## src/sbrms_pkg.sv

```systemverilog
// ----------------------------------------------------------------------------
// sbrms_pkg
// Shared widths, constants and controller/datapath interface types for the
// stereo block RMS meter.
// ----------------------------------------------------------------------------
package sbrms_pkg;

  localparam int MAX_FRAMES = 64;

  localparam int WORD_W = 32;
  localparam int SMP_W  = 24;
  localparam int SQ_W   = 2 * SMP_W - 1;
  localparam int SUM_W  = SQ_W + $clog2(MAX_FRAMES);
  localparam int CNT_W  = $clog2(MAX_FRAMES + 1);

  localparam int ROOT_W = 24;
  localparam int RAD_W  = 2 * ROOT_W;
  localparam int SREM_W = ROOT_W + 2;
  localparam int STEP_W = $clog2(SUM_W);

  localparam int LVL_W  = 24;
  localparam int THR_W  = 10;

  localparam logic [THR_W-1:0] THR_RESET = THR_W'(50);

  typedef struct packed {
    logic capture;
    logic square;
    logic accum;
    logic select;
    logic div_step;
    logic sqrt_step;
    logic emit;
  } cmd_t;

  typedef struct packed {
    logic block_end;
    logic div_last;
    logic sqrt_last;
    logic out_free;
  } sts_t;

endpackage

```

## src/stereo_block_rms_meter_unit.sv

```systemverilog
// Flow: each transaction is captured and squared, frames are accumulated, and a result is handed
// to the output register; a block-closing frame first runs the divider and square root.
// A new transaction is taken only after the previous result is handed off, so the
// one-bit-per-cycle divider and square root on the louder channel's sum and out_ready_i hold it off.
// Reset: asynchronous, active low; clears sums, count, level, ready flag and failure run, and
// loads the failure threshold with 50.
// ----------------------------------------------------------------------------
// stereo_block_rms_meter_unit
// Stereo block RMS level meter with consecutive read-failure tracking.
// ----------------------------------------------------------------------------
module stereo_block_rms_meter_unit (
  input  logic                         clk_i,
  input  logic                         rst_ni,
  input  logic                         in_valid_i,
  output logic                         in_ready_o,
  input  logic                         command_i,
  input  logic [sbrms_pkg::WORD_W-1:0] left_word_i,
  input  logic [sbrms_pkg::WORD_W-1:0] right_word_i,
  input  logic                         last_frame_i,
  input  logic                         cfg_we_i,
  input  logic [sbrms_pkg::THR_W-1:0]  cfg_wdata_i,
  output logic                         out_valid_o,
  input  logic                         out_ready_i,
  output logic [sbrms_pkg::LVL_W-1:0]  level_o,
  output logic                         level_ready_o,
  output logic                         reading_valid_o
);

  sbrms_pkg::cmd_t cmd;
  sbrms_pkg::sts_t sts;

  sbrms_ctrl u_ctrl (
    .clk_i      (clk_i),
    .rst_ni     (rst_ni),
    .in_valid_i (in_valid_i),
    .in_ready_o (in_ready_o),
    .sts_i      (sts),
    .cmd_o      (cmd)
  );

  sbrms_datapath u_datapath (
    .clk_i           (clk_i),
    .rst_ni          (rst_ni),
    .cmd_i           (cmd),
    .sts_o           (sts),
    .command_i       (command_i),
    .left_word_i     (left_word_i),
    .right_word_i    (right_word_i),
    .last_frame_i    (last_frame_i),
    .cfg_we_i        (cfg_we_i),
    .cfg_wdata_i     (cfg_wdata_i),
    .out_valid_o     (out_valid_o),
    .out_ready_i     (out_ready_i),
    .level_o         (level_o),
    .level_ready_o   (level_ready_o),
    .reading_valid_o (reading_valid_o)
  );

endmodule

```

## src/sbrms_ctrl.sv

```systemverilog
// ----------------------------------------------------------------------------
// sbrms_ctrl
// Sequencer: capture, square, accumulate, then optional divide and square
// root at block end, then result hand-off.
// ----------------------------------------------------------------------------
module sbrms_ctrl (
  input  logic            clk_i,
  input  logic            rst_ni,
  input  logic            in_valid_i,
  output logic            in_ready_o,
  input  sbrms_pkg::sts_t sts_i,
  output sbrms_pkg::cmd_t cmd_o
);

  localparam int ST_W = 3;

  localparam logic [ST_W-1:0] ST_IDLE = 3'd0;
  localparam logic [ST_W-1:0] ST_SQ   = 3'd1;
  localparam logic [ST_W-1:0] ST_ACC  = 3'd2;
  localparam logic [ST_W-1:0] ST_SEL  = 3'd3;
  localparam logic [ST_W-1:0] ST_DIV  = 3'd4;
  localparam logic [ST_W-1:0] ST_SQRT = 3'd5;
  localparam logic [ST_W-1:0] ST_EMIT = 3'd6;

  logic [ST_W-1:0] state_q, state_d;

  assign in_ready_o = (state_q == ST_IDLE);

  always_comb begin
    cmd_o   = '0;
    state_d = state_q;
    case (state_q)
      ST_IDLE: begin
        if (in_valid_i) begin
          cmd_o.capture = 1'b1;
          state_d       = ST_SQ;
        end
      end
      ST_SQ: begin
        cmd_o.square = 1'b1;
        state_d      = ST_ACC;
      end
      ST_ACC: begin
        cmd_o.accum = 1'b1;
        state_d     = sts_i.block_end ? ST_SEL : ST_EMIT;
      end
      ST_SEL: begin
        cmd_o.select = 1'b1;
        state_d      = ST_DIV;
      end
      ST_DIV: begin
        cmd_o.div_step = 1'b1;
        if (sts_i.div_last) begin
          state_d = ST_SQRT;
        end
      end
      ST_SQRT: begin
        cmd_o.sqrt_step = 1'b1;
        if (sts_i.sqrt_last) begin
          state_d = ST_EMIT;
        end
      end
      ST_EMIT: begin
        if (sts_i.out_free) begin
          cmd_o.emit = 1'b1;
          state_d    = ST_IDLE;
        end
      end
      default: begin
        state_d = ST_IDLE;
      end
    endcase
  end

  always_ff @(posedge clk_i or negedge rst_ni) begin
    if (!rst_ni) begin
      state_q <= ST_IDLE;
    end else begin
      state_q <= state_d;
    end
  end

endmodule

```

## src/sbrms_datapath.sv

```systemverilog
// ----------------------------------------------------------------------------
// sbrms_datapath
// Square accumulators, bit-serial divider by frame count, bit-serial integer
// square root, failure run tracking and the output register.
// ----------------------------------------------------------------------------
module sbrms_datapath (
  input  logic                         clk_i,
  input  logic                         rst_ni,
  input  sbrms_pkg::cmd_t              cmd_i,
  output sbrms_pkg::sts_t              sts_o,
  input  logic                         command_i,
  input  logic [sbrms_pkg::WORD_W-1:0] left_word_i,
  input  logic [sbrms_pkg::WORD_W-1:0] right_word_i,
  input  logic                         last_frame_i,
  input  logic                         cfg_we_i,
  input  logic [sbrms_pkg::THR_W-1:0]  cfg_wdata_i,
  output logic                         out_valid_o,
  input  logic                         out_ready_i,
  output logic [sbrms_pkg::LVL_W-1:0]  level_o,
  output logic                         level_ready_o,
  output logic                         reading_valid_o
);

  // transaction payload
  logic                          cmd_q;
  logic                          last_q;
  logic [sbrms_pkg::SMP_W-1:0]   mag_l_q, mag_r_q;
  logic [sbrms_pkg::SQ_W-1:0]    sq_l_q, sq_r_q;

  // block state
  logic [sbrms_pkg::SUM_W-1:0]   sum_l_q, sum_r_q;
  logic [sbrms_pkg::CNT_W-1:0]   count_q;
  logic [sbrms_pkg::LVL_W-1:0]   latest_q;
  logic                          ready_q;
  logic [sbrms_pkg::THR_W-1:0]   run_q;
  logic [sbrms_pkg::THR_W-1:0]   thr_q;
  logic                          out_valid_q;

  // divide / root working registers
  logic [sbrms_pkg::SUM_W-1:0]   quo_q;
  logic [sbrms_pkg::CNT_W-1:0]   divisor_q;
  logic [sbrms_pkg::CNT_W-1:0]   rem_q;
  logic [sbrms_pkg::SREM_W-1:0]  srem_q;
  logic [sbrms_pkg::ROOT_W-1:0]  root_q;
  logic [sbrms_pkg::STEP_W-1:0]  step_q;

  logic [sbrms_pkg::SMP_W-1:0]   raw_l, raw_r, mag_l, mag_r;
  logic [2*sbrms_pkg::SMP_W-1:0] prod_l, prod_r;
  logic [sbrms_pkg::CNT_W:0]     rem_sh, div_diff;
  logic                          q_bit;
  logic [sbrms_pkg::SREM_W+1:0]  srem_sh, sq_trial, sq_diff;
  logic                          r_bit;
  logic [sbrms_pkg::ROOT_W-1:0]  root_next;

  assign raw_l = left_word_i[sbrms_pkg::WORD_W-1 -: sbrms_pkg::SMP_W];
  assign raw_r = right_word_i[sbrms_pkg::WORD_W-1 -: sbrms_pkg::SMP_W];
  assign mag_l = raw_l[sbrms_pkg::SMP_W-1] ? (sbrms_pkg::SMP_W'(0) - raw_l) : raw_l;
  assign mag_r = raw_r[sbrms_pkg::SMP_W-1] ? (sbrms_pkg::SMP_W'(0) - raw_r) : raw_r;

  assign prod_l = mag_l_q * mag_l_q;
  assign prod_r = mag_r_q * mag_r_q;

  assign rem_sh   = {rem_q, quo_q[sbrms_pkg::SUM_W-1]};
  assign div_diff = rem_sh - {1'b0, divisor_q};
  assign q_bit    = (rem_sh >= {1'b0, divisor_q});

  assign srem_sh   = {srem_q, quo_q[sbrms_pkg::RAD_W-1 -: 2]};
  assign sq_trial  = {2'b00, root_q, 2'b01};
  assign sq_diff   = srem_sh - sq_trial;
  assign r_bit     = (srem_sh >= sq_trial);
  assign root_next = {root_q[sbrms_pkg::ROOT_W-2:0], r_bit};

  assign sts_o.block_end = !cmd_q &&
                           (last_q || (count_q >= sbrms_pkg::CNT_W'(sbrms_pkg::MAX_FRAMES - 1)));
  assign sts_o.div_last  = (step_q == sbrms_pkg::STEP_W'(sbrms_pkg::SUM_W - 1));
  assign sts_o.sqrt_last = (step_q == sbrms_pkg::STEP_W'(sbrms_pkg::ROOT_W - 1));
  assign sts_o.out_free  = !out_valid_q || out_ready_i;

  assign out_valid_o = out_valid_q;

  // state with reset
  always_ff @(posedge clk_i or negedge rst_ni) begin
    if (!rst_ni) begin
      sum_l_q     <= '0;
      sum_r_q     <= '0;
      count_q     <= '0;
      latest_q    <= '0;
      ready_q     <= 1'b0;
      run_q       <= '0;
      thr_q       <= sbrms_pkg::THR_RESET;
      out_valid_q <= 1'b0;
    end else begin
      if (cfg_we_i) begin
        thr_q <= cfg_wdata_i;
      end
      if (cmd_i.accum) begin
        if (cmd_q) begin
          if (run_q < thr_q) begin
            run_q <= run_q + sbrms_pkg::THR_W'(1);
          end
        end else begin
          run_q   <= '0;
          sum_l_q <= sum_l_q + sbrms_pkg::SUM_W'(sq_l_q);
          sum_r_q <= sum_r_q + sbrms_pkg::SUM_W'(sq_r_q);
          count_q <= count_q + sbrms_pkg::CNT_W'(1);
        end
      end
      if (cmd_i.select) begin
        sum_l_q <= '0;
        sum_r_q <= '0;
        count_q <= '0;
      end
      if (cmd_i.sqrt_step && sts_o.sqrt_last) begin
        latest_q <= sbrms_pkg::LVL_W'(root_next);
        ready_q  <= 1'b1;
      end
      if (cmd_i.emit) begin
        out_valid_q <= 1'b1;
      end else if (out_ready_i) begin
        out_valid_q <= 1'b0;
      end
    end
  end

  // payload and working registers
  always_ff @(posedge clk_i) begin
    if (cmd_i.capture) begin
      cmd_q   <= command_i;
      last_q  <= last_frame_i;
      mag_l_q <= mag_l;
      mag_r_q <= mag_r;
    end
    if (cmd_i.square) begin
      sq_l_q <= prod_l[sbrms_pkg::SQ_W-1:0];
      sq_r_q <= prod_r[sbrms_pkg::SQ_W-1:0];
    end
    if (cmd_i.select) begin
      quo_q     <= (sum_l_q >= sum_r_q) ? sum_l_q : sum_r_q;
      divisor_q <= count_q;
      rem_q     <= '0;
      srem_q    <= '0;
      root_q    <= '0;
      step_q    <= '0;
    end
    if (cmd_i.div_step) begin
      quo_q  <= {quo_q[sbrms_pkg::SUM_W-2:0], q_bit};
      rem_q  <= q_bit ? div_diff[sbrms_pkg::CNT_W-1:0] : rem_sh[sbrms_pkg::CNT_W-1:0];
      step_q <= sts_o.div_last ? '0 : step_q + sbrms_pkg::STEP_W'(1);
    end
    if (cmd_i.sqrt_step) begin
      quo_q  <= {quo_q[sbrms_pkg::SUM_W-3:0], 2'b00};
      srem_q <= r_bit ? sq_diff[sbrms_pkg::SREM_W-1:0] : srem_sh[sbrms_pkg::SREM_W-1:0];
      root_q <= root_next;
      step_q <= step_q + sbrms_pkg::STEP_W'(1);
    end
    if (cmd_i.emit) begin
      level_o         <= latest_q;
      level_ready_o   <= ready_q;
      reading_valid_o <= (run_q < thr_q);
    end
  end

endmodule

```

## config.mk

```make
export PLATFORM = sky130hd
export DESIGN_NAME = stereo_block_rms_meter_unit
export DESIGN_NICKNAME = d
export VERILOG_FILES = /design/src/sbrms_pkg.sv /design/src/stereo_block_rms_meter_unit.sv /design/src/sbrms_ctrl.sv /design/src/sbrms_datapath.sv
export SDC_FILE = /design/constraint.sdc
export NUM_CORES = 2
export LEC_CHECK = 0
export BUFFER_PORTS_ARGS = -buffer_cell sky130_fd_sc_hd__buf_2
export CORE_AREA = 2 2 347 349
export DETAILED_ROUTE_END_ITERATION = 8
export DIE_AREA = 0 0 349 351
export PLACE_DENSITY = 0.65
export SLEW_MARGIN = 25
export SYNTH_ARGS = -nofsm -noshare
export SYNTH_HDL_FRONTEND = slang
export SYNTH_HIERARCHICAL = 1
export SYNTH_SLANG_ARGS = --single-unit
export TNS_END_PERCENT = 5
```

## constraint.sdc

```tcl
create_clock -name clk_i -period 11.1 [get_ports clk_i]
set_input_delay 1.665 -clock clk_i [delete_from_list [all_inputs] [get_ports clk_i]]
set_output_delay 1.665 -clock clk_i [all_outputs]
set_load 0.05 [all_outputs]
```

==> results.sh <==
export IMPL_holdBufCountCts=0
export IMPL_critical_path_class="reg -> reg"
export IMPL_r2r_slack_ns=2.73
export IMPL_grt_max_degree=102
export IMPL_hold_depth=0
export IMPL_min_delay_start="u_datapath/latest_q[13]$_DFFE_PN0P_"
export IMPL_slew_violations=0
export IMPL_rows=127
export IMPL_initial_utilization_pct=49.5
export IMPL_num_vias=41830
export IMPL_synthTopCellsByArea="fa_1 29%, edfxtp_1 15%, ha_1 11%, inv_1 8.6%, dfrtp_1 6.8%"
export IMPL_die_h_um=351
export IMPL_rsz0062_at_grt="false"
export IMPL_register_area_sq_um=12800
export IMPL_synth_nets=7702
export IMPL_core_area_sq_um=119000
export IMPL_num_antenna_cells=0
export IMPL_synth_top_cells_by_count="1345 x inv_1, 844 x fa_1, 623 x nand2_1, 539 x ha_1, 354 x a21oi_1"
export IMPL_cp_start_kind="flip-flop"
export IMPL_power_density_nw_per_um2=57.1
export IMPL_postRouteAntennaNets=0
export IMPL_grt_overflow_total=0
export IMPL_dr_pass1_iters=5
export IMPL_worstPathArrival_ns=8.79
export IMPL_viasPerCell=5.35
export IMPL_synth_largest_area_cell="fa_1"
export IMPL_synthFlopType="edfxtp_1"
export IMPL_nFillCells=10913
export IMPL_status="finished clean"
export IMPL_crit_path_end_kind="flip-flop"
export IMPL_synth_simple_area_share_pct=11.8
export IMPL_yosys_warnings=6
export IMPL_routabilityCongestion=0.879
export IMPL_r2r_end="u_datapath/sq_l_q[45]$_DFFE_PP_"
export IMPL_routedWlPerCell_um=16.5
export IMPL_grtUsageTotal_pct=21.8
export IMPL_drt_initial_drc_count=2276
export IMPL_ctsResizeCount=0
export IMPL_maxCapViolCount=0
export IMPL_postCtsSetupBuffers=0
export IMPL_ir_drop_uv=132
export IMPL_cts_buffers=52
export IMPL_synth_xor_area_share_pct=4.05
export IMPL_portBuffers=92
export IMPL_setup_viol=0
export IMPL_drc=0
export IMPL_placed_area_sq_um=61000
export IMPL_worstHoldEndpoint="u_datapath/level_o[13]$_DFFE_PP_"
export IMPL_nets=7690
export IMPL_io_pins=109
export IMPL_cts_buffer_depth=3
export IMPL_timing_hold_ws_ns=0.447
export IMPL_yosys_register_bits=453
export IMPL_timing_final_crit_share_pct=75.4
export IMPL_synth_edf_count=289
export IMPL_synth_async_reset_ratio_pct=35.8
export IMPL_clock_sinks=453
export IMPL_clk_pin_slew_ns=0.08
export IMPL_drive_gt1_share_pct=4.67
export IMPL_leakage_nw=31.2
export IMPL_antenna_found_initial=1
export IMPL_fp_dieW_um=349
export IMPL_die_area_sq_um=122000
export IMPL_yosysSeqAreaShare_pct=21.7
export IMPL_avgSynthCellArea_sq_um=9.44
export IMPL_finalHoldViolations=0
export IMPL_synth_cells=6238
export IMPL_fmax_mhz=119
export IMPL_design_area_sq_um=62700
export IMPL_first_global_vias=44092
export IMPL_htree_levels=2
export IMPL_area_delta_synth_final_pct=6.51
export IMPL_synth_area_sq_um=58900
export IMPL_grt_pass1_wl_mm=219
export IMPL_tritoncts="done"
export IMPL_cpPeakStageDelay_ns=1.04
export IMPL_synth_compound_area_share_pct=10.9
export IMPL_cts_root_buf="clkbuf_16"
export IMPL_clk_latency_ns=0.69
export IMPL_r2r_cells=26
export IMPL_synth_fa_ha_area_share_pct=40.2
export IMPL_fin_crit_ns=8.37
export IMPL_hold_class="reg -> reg"
export IMPL_setup_tns_ns=0
export IMPL_muxShareOfSynthArea_pct=1.33
export IMPL_synth_top_area_share_pct=28.7
export IMPL_hpwl_mm=101
export IMPL_wl_mm=129
export IMPL_finClkSkew_ns=0.0847
export IMPL_cp_required_ns=11.52
export IMPL_worstMarginPinSlew_ns=1.09
export IMPL_yosysUniqueCellTypes=90
export IMPL_slew_headroom_pct=27.5
export IMPL_multi_input_area_sq_um=40200
export IMPL_synth_top_family_by_area="adder cells"
export IMPL_crit_slowest_cell="edfxtp_1"
export IMPL_r2r_start="u_datapath/mag_l_q[0]$_DFFE_PP_"
export IMPL_synth_most_common_cell="inv_1"
export IMPL_p_total_w=0.00358
export IMPL_cp_max_fo=25
[flip-flops by register name (all words and copies together) (netlist names), 3 cells and up]
signal	cells
u_ctrl/state_q	3
u_datapath/count_q	7
u_datapath/divisor_q	7
u_datapath/latest_q	24
u_datapath/level_o	24
u_datapath/mag_l_q	24
u_datapath/mag_r_q	24
u_datapath/quo_q	53
u_datapath/rem_q	7
u_datapath/root_q	24
u_datapath/run_q	10
u_datapath/sq_l_q	46
u_datapath/sq_r_q	46
u_datapath/srem_q	26
u_datapath/step_q	6
u_datapath/sum_l_q	53
u_datapath/sum_r_q	53
u_datapath/thr_q	10
[layer usage]
layer	vias up	routed length, um	GRT usage (%)
met2	817	63600	37.8
met4	0	3400	5.90
met1	20852	55900	29.1
met3	211	5780	2.53
li1	19950	-	-
met5	-	0	0
[worst max path at each step]
stage / to / slack (ns) / cells past startpoint / startpoint
final: u_datapath/sq_l_q[45]$_DFFE_PP_ / 2.73 / 26 / u_datapath/mag_l_q[0]$_DFFE_PP_
after detailed placement: u_datapath/sq_l_q[45]$_DFFE_PP_ / 2.83 / 26 / u_datapath/mag_l_q[8]$_DFFE_PP_
after global placement: u_datapath/sq_l_q[45]$_DFFE_PP_ / 2.84 / 26 / u_datapath/mag_l_q[8]$_DFFE_PP_
after global routing: u_datapath/sq_l_q[45]$_DFFE_PP_ / 2.41 / 26 / u_datapath/mag_l_q[0]$_DFFE_PP_
after CTS: u_datapath/sq_l_q[45]$_DFFE_PP_ / 2.77 / 26 / u_datapath/mag_l_q[8]$_DFFE_PP_
after floorplan: u_datapath/sq_r_q[45]$_DFFE_PP_ / 3.78 / 27 / u_datapath/mag_r_q[17]$_DFFE_PP_
[area by class of cell]
cell class / instances / share of cell area [%]
multi-input cells: 4218 / 64.2
clock inverters: 17 / 0.291
inverters: 1347 / 8.06
repair buffers: 154 / 1.55
well taps: 1548 / 3.09
flip-flops and latches: 453 / 20.4
clock buffers: 81 / 2.43
[where the power goes]
part	total [W]	internal (W)	switching, W
clock network	0.00172	0.000974	0.000748
registers	0.00179	0.00179	0.000000980
logic	0.0000656	0.0000262	0.0000394
[cell usage in the layout, fill, tap and decap left out, drive strengths merged, types with 10 or more instances in the layout]
cell / instances
a21oi: 354
edfxtp: 289
o21a: 28
nand2: 623
o41ai: 17
clkinv: 13
o21bai: 35
and3: 29
dfrtp: 159
nor4: 16
mux2i: 70
or3: 13
nor2: 260
and4: 10
xnor2: 186
a2111oi: 11
clkbuf: 81
nor3: 43
o31ai: 28
nand3: 58
a211oi: 35
buf: 154
and2: 242
o21ai: 190
o211ai: 19
fa: 844
nand2b: 30
inv: 1349
nand4: 41
nor2b: 56
or2: 16
a21o: 133
a211o: 10
ha: 539
a31oi: 25
xor2: 86
o22ai: 50
[through the flow]
step / setup slack [ns] / instances / util (%)
after CTS: 2.77 / 7817 / 52.7
final: 2.73 / 7818 / 52.7
after floorplan: 3.78 / 6238 / -
after global placement: 2.84 / 7716 / 51.2
after detailed placement: 2.83 / 7719 / 51.2
after global routing: 2.41 / 7818 / 52.7
[critical path, delay by kind of cell (launching register included)]
family,cells,cell delay [ns]
AO/OA/AOI/OAI,7,1.89
AND/OR/NAND/NOR,3,0.68
flip-flops,1,1.04
XOR/XNOR,1,0.14
buffers and inverters,7,0.36
adder cells (fa/ha/maj),8,3.95
[cells by family (layout without fill, tap and decap cells)]
| family | after synthesis | count (layout) |
|---|---|---|
| flip-flops | 453 | 453 |
| AND/OR/NAND/NOR | 1469 | 1469 |
| XOR/XNOR | 272 | 272 |
| AO/OA/AOI/OAI | 1017 | 1017 |
| buffers and inverters | 1567 | 1599 |
| multiplexers | 77 | 77 |
| adder cells (fa/ha/maj) | 1383 | 1383 |
Note: power is estimated with default switching activity, not from simulation.
